File: src/rtl/core/bounded_ordered_list_engine_defines.svh
// assertion macros for the ordered list engine
// used by the top level only
`ifndef BOUNDED_ORDERED_LIST_ENGINE_DEFINES_SVH
`define BOUNDED_ORDERED_LIST_ENGINE_DEFINES_SVH
// assertion checked on the rising clock edge, skipped while in reset
`define BOLE_ASSERT(label, clk, rst_n, prop, msg) \
    label: assert property (@(posedge clk) disable iff (!rst_n) (prop)) else $error(msg);
// assertion that also holds during reset
`define BOLE_ASSERT_ALWAYS(label, clk, prop, msg) \
    label: assert property (@(posedge clk) (prop)) else $error(msg);
`endif

File: src/rtl/core/bole_pkg.sv
// shared types and codes for the ordered list engine
// no dependencies
package bole_pkg;
    localparam logic [3:0] OP_INS_FRONT  = 4'd0;
    localparam logic [3:0] OP_INS_BACK   = 4'd1;
    localparam logic [3:0] OP_INS_AT     = 4'd2;
    localparam logic [3:0] OP_INS_SORTED = 4'd3;
    localparam logic [3:0] OP_RM_FRONT   = 4'd4;
    localparam logic [3:0] OP_RM_BACK    = 4'd5;
    localparam logic [3:0] OP_RM_AT      = 4'd6;
    localparam logic [3:0] OP_RD_FRONT   = 4'd7;
    localparam logic [3:0] OP_RD_BACK    = 4'd8;
    localparam logic [3:0] OP_RD_AT      = 4'd9;

    localparam logic [1:0] ST_OK     = 2'd0;
    localparam logic [1:0] ST_EMPTY  = 2'd1;
    localparam logic [1:0] ST_BADPOS = 2'd2;
    localparam logic [1:0] ST_FULL   = 2'd3;

    // broadcast from the controller to every cell
    typedef struct packed {
        logic        cmp_en;   // compare the value against own slot
        logic        ins_en;   // open gap at the index and write the value
        logic        rm_en;    // close gap at the index
        logic        rd_en;    // drive own slot onto the read bus if at the index
    } t_cell_ctl;
endpackage

File: src/rtl/core/bole_cell.sv
// one slot of the list chain: holds one value, shifts with its neighbours
// uses bole_pkg
module bole_cell #(
    parameter int IW = 8
) (
    input  logic                  i_clk,
    input  logic [IW-1:0]         i_my_idx,
    input  bole_pkg::t_cell_ctl   i_ctl,
    input  logic [IW-1:0]         i_idx,
    input  logic [31:0]           i_value,
    input  logic [31:0]           i_left,
    input  logic [31:0]           i_right,
    input  logic [IW:0]           i_count,
    output logic [31:0]           o_value,
    output logic                  o_less,
    output logic                  o_hit
);
    logic [31:0] r_val;
    logic        w_live;

    assign w_live  = {1'b0, i_my_idx} < i_count;
    assign o_value = r_val;
    // slot holds a live element smaller than the probe value
    assign o_less  = i_ctl.cmp_en && w_live && ($signed(i_value) > $signed(r_val));
    assign o_hit   = i_ctl.rd_en && (i_my_idx == i_idx);

    always_ff @(posedge i_clk) begin
        if (i_ctl.ins_en) begin
            if (i_my_idx == i_idx) r_val <= i_value;
            else if (i_my_idx > i_idx) r_val <= i_left;
        end else if (i_ctl.rm_en) begin
            if (i_my_idx >= i_idx) r_val <= i_right;
        end
    end
endmodule

File: config.mk
export PLATFORM = sky130hd
export DESIGN_NAME = bole_cell
export DESIGN_NICKNAME = d
export VERILOG_FILES = /design/src/rtl/core/bounded_ordered_list_engine_defines.svh /design/src/rtl/core/bole_pkg.sv /design/src/rtl/core/bole_cell.sv
export SDC_FILE = /design/constraint.sdc
export NUM_CORES = 1
export LEC_CHECK = 0
export ABC_AREA = 1
export BUFFER_PORTS_ARGS = -buffer_cell sky130_fd_sc_hd__buf_2
export CAP_MARGIN = 20
export CORE_ASPECT_RATIO = 2
export CORE_MARGIN = 5
export CORE_UTILIZATION = 25
export DETAILED_ROUTE_END_ITERATION = 8
export RECOVER_POWER = 25
export SYNTH_ARGS = -nofsm -noshare
export SYNTH_HDL_FRONTEND = slang
export SYNTH_SLANG_ARGS = --single-unit
File: constraint.sdc
create_clock -name i_clk -period 3.9 [get_ports i_clk]
set_input_delay 0.585 -clock i_clk [delete_from_list [all_inputs] [get_ports i_clk]]
set_output_delay 0.585 -clock i_clk [all_outputs]
set_load 0.01 [all_outputs]
==> summary.txt <==
Clock tree
  – Longest Clk Path Bufs: 2
  – Clock-pin slew on the worst setup and hold paths: 0.06 ns
  – Post_cts resized: 0
  – Root buffer cell: clkbuf_16
  – H-tree Lvls: 2
  – Hold buffer count at cts: 0
  – Setup Buffers After CTS: 0
  – # clock sinks: 32
  – TritonCTS clock tree: done
  – Total CTS buffers: 5

Hold path
  – Worst hold stages: 3
  – Worst Hold Class: primary input to flip-flop
  – Worst hold start: i_right[29]
  – Hold Path Sink: o_value[29]

Route
  – ANT nets after route: 0
  – Detailed-route DRC error count: 0
  – Vias per Instance: 4.58
  – WL/cell: 14.4 µm
  – 1st-iter DRT viols: 101
  – Routed WL: 9940 µm
  – TritonRoute pass-1 iters: 4
  – Vias: 3163

Worst setup path
  – Critical path class: primary input to output pin
  – CP Cell Sequence: buf_2 -> ha_1 -> a21oi_1 -> o21a_1 -> nand2_1 -> a21oi_1 -> nand3_1 -> nand3_1 -> nor2_1 -> buf_2
  – Critical path required time: 3.31 ns
  – Crit end category: output pin
  – Crit path DAT: 1.99 ns
  – CP startpoint kind: primary input
  – Buf/Inv on CP: 2
  – Slowest stage delay, CP: 0.34 ns
  – Critical-path maximum fanout: 4
  – Crit path max-delay family: compound AO/OA/AOI/OAI gates
  – CP max stage cell: ha_1

Layout
  – Final core utilization: 35.0%
  – Layout cells sized above 1: 27.7%
  – Largest register FFs: 32
  – Cell Count, Final, Fillers Out: 690
  – Fillers: 1264
  – Nets: 720
  – Area grow syn2layout: 37.3%
  – Ant diodes: 0

Yosys
  – Post-synthesis register bit count: 32
  – Dominant synthesized flop cell: edfxtp_1
  – Area fraction of the dominant cell type after synthesis: 33.2%
  – Cells after Synth: 391
  – EDFF count, synth: 32
  – Synth area leader: edfxtp_1
  – Synth cell types: 20
  – Synth warn: 0
  – Syn Nets: 564
  – Synth cell count leaders: 85 x a21oi_1, 85 x nand2_1, 64 x inv_1, 47 x ha_1, 46 x nor2_1
  – Register area share after synthesis: 33.2%
  – Synth top area cells: edfxtp_1 33%, ha_1 20%, a21oi_1 15%
  – Syn Area/Cell: 7.41 µm²
  – Synth async-reset ratio: 0%
  – Synthesized cell area: 2900 µm²

STA
  – Max_slew headroom: 53.2%
  – Max-slew violation count: 0
  – Slew at the pin closest to its max-slew limit: 0.702 ns
  – Final setup viols: 0
  – Setup TNS: 0 ns
  – RSZ-0062 raised after global routing: no
  – Tcrit/Tclk final: 66.1%
  – Final Critical Period: 2.58 ns
  – Final Hold Fails: 0
  – Fmax: 388 MHz

Run status
  – Outcome: finished clean

Floorplanning
  – Die Ht: 162 µm
  – Die Footprint: 14000 µm²
  – Core area: 11400 µm²
  – Core Rows: 55
  – Num ports: 160
  – Die X: 86.1 µm
  – Initial Util: 25.5%

GRT
  – Vias in the first global route: 3349
  – Largest net degree at the start of global routing: 35
  – Grt ovf: 0
  – Total global-route track usage: 14.1%
  – Initial antenna violation count: 0
  – First-pass GRT wire length: 15500 µm

Power
  – P_leak: 2.05 nW
  – Worst vdd ir: 0.208 mV
  – Pwr dens: 336 nW/µm²

Placed design
  – GPL Wtd Cong: 0.840
  – I/O Buffers: 159
  – Dpl cells: 681
  – Detail Placement HPWL: 8230 µm

Flow run
  – Max-Cap Viols: 0
==> cell type report <==
type                       count  area [µm²]  area share, %
sequential                    32         961           24.2
tap                          142         178           4.47
timing repair buffer         162         796           20.0
inverter                      65         245           6.17
multi-input combinational    281        1630           41.0
clock inverter                 3        42.5           1.07
clock buffer                   5         125           3.15
==> layout by cell type (no fill, tap or decap), drive strengths merged <==
master,instances
a211oi,1
a21o,1
a21oi,85
a31oi,1
buf,138
bufinv,1
clkbuf,29
clkinv,2
clkinvlp,1
edfxtp,32
ha,47
inv,64
nand2,86
nand3,3
nand4,2
nor2,49
o21a,2
o21ai,4
==> how the worst max path moves through the flow <==
stage | endpoint | from | depth (start not counted) | slack, ns
after global routing | o_less | o_value[31] | 10 | 1.06
after CTS | o_less | i_value[31] | 10 | 1.24
final | o_less | i_value[31] | 10 | 1.32
after detailed placement | o_value[27] | i_my_idx[7] | 9 | 1.09
after global placement | o_value[6] | i_my_idx[7] | 9 | 1.11
after floorplan | o_value[0] | i_idx[5] | 7 | 0.29
==> where the power goes <==
part	switching, mW	internal (mW)	leakage, nW
sequential	0.0281	0.443	0.308
clock	0.157	0.300	0.0798
combinational	0.237	0.171	1.66
total	0.421	0.914	2.05
==> routing by layer <==
metal	track usage (%)	vias up	wire length, µm
met5	0	-	0
met4	5.48	0	195
met3	2.08	12	556
met2	28.3	120	5790
met1	13.6	1440	3400
li1	-	1591	-
==> logic make-up (layout without fill, tap and decap cells) <==
kind of cell	Yosys count	in the layout	synth area share, %
simple gates	140	140	18.8
compound gates	94	94	16.6
buf+inv	78	235	11.1
fa+ha+maj	47	47	20.3
flops	32	32	33.2
==> through the flow <==
stage	setup WS [ns]	hold slack, ns	power [mW]	area, µm²
2_1_floorplan	0.288	0.810	0.706	2900
3_3_place_gp	1.11	0.901	0.890	3820
3_5_place_dp	1.09	0.911	0.902	3820
4_1_cts	1.24	0.612	1.37	3990
5_1_grt	1.06	0.630	1.43	3980
6_report	1.32	0.621	1.34	3980
Note: power is estimated with default switching activity, not from simulation.
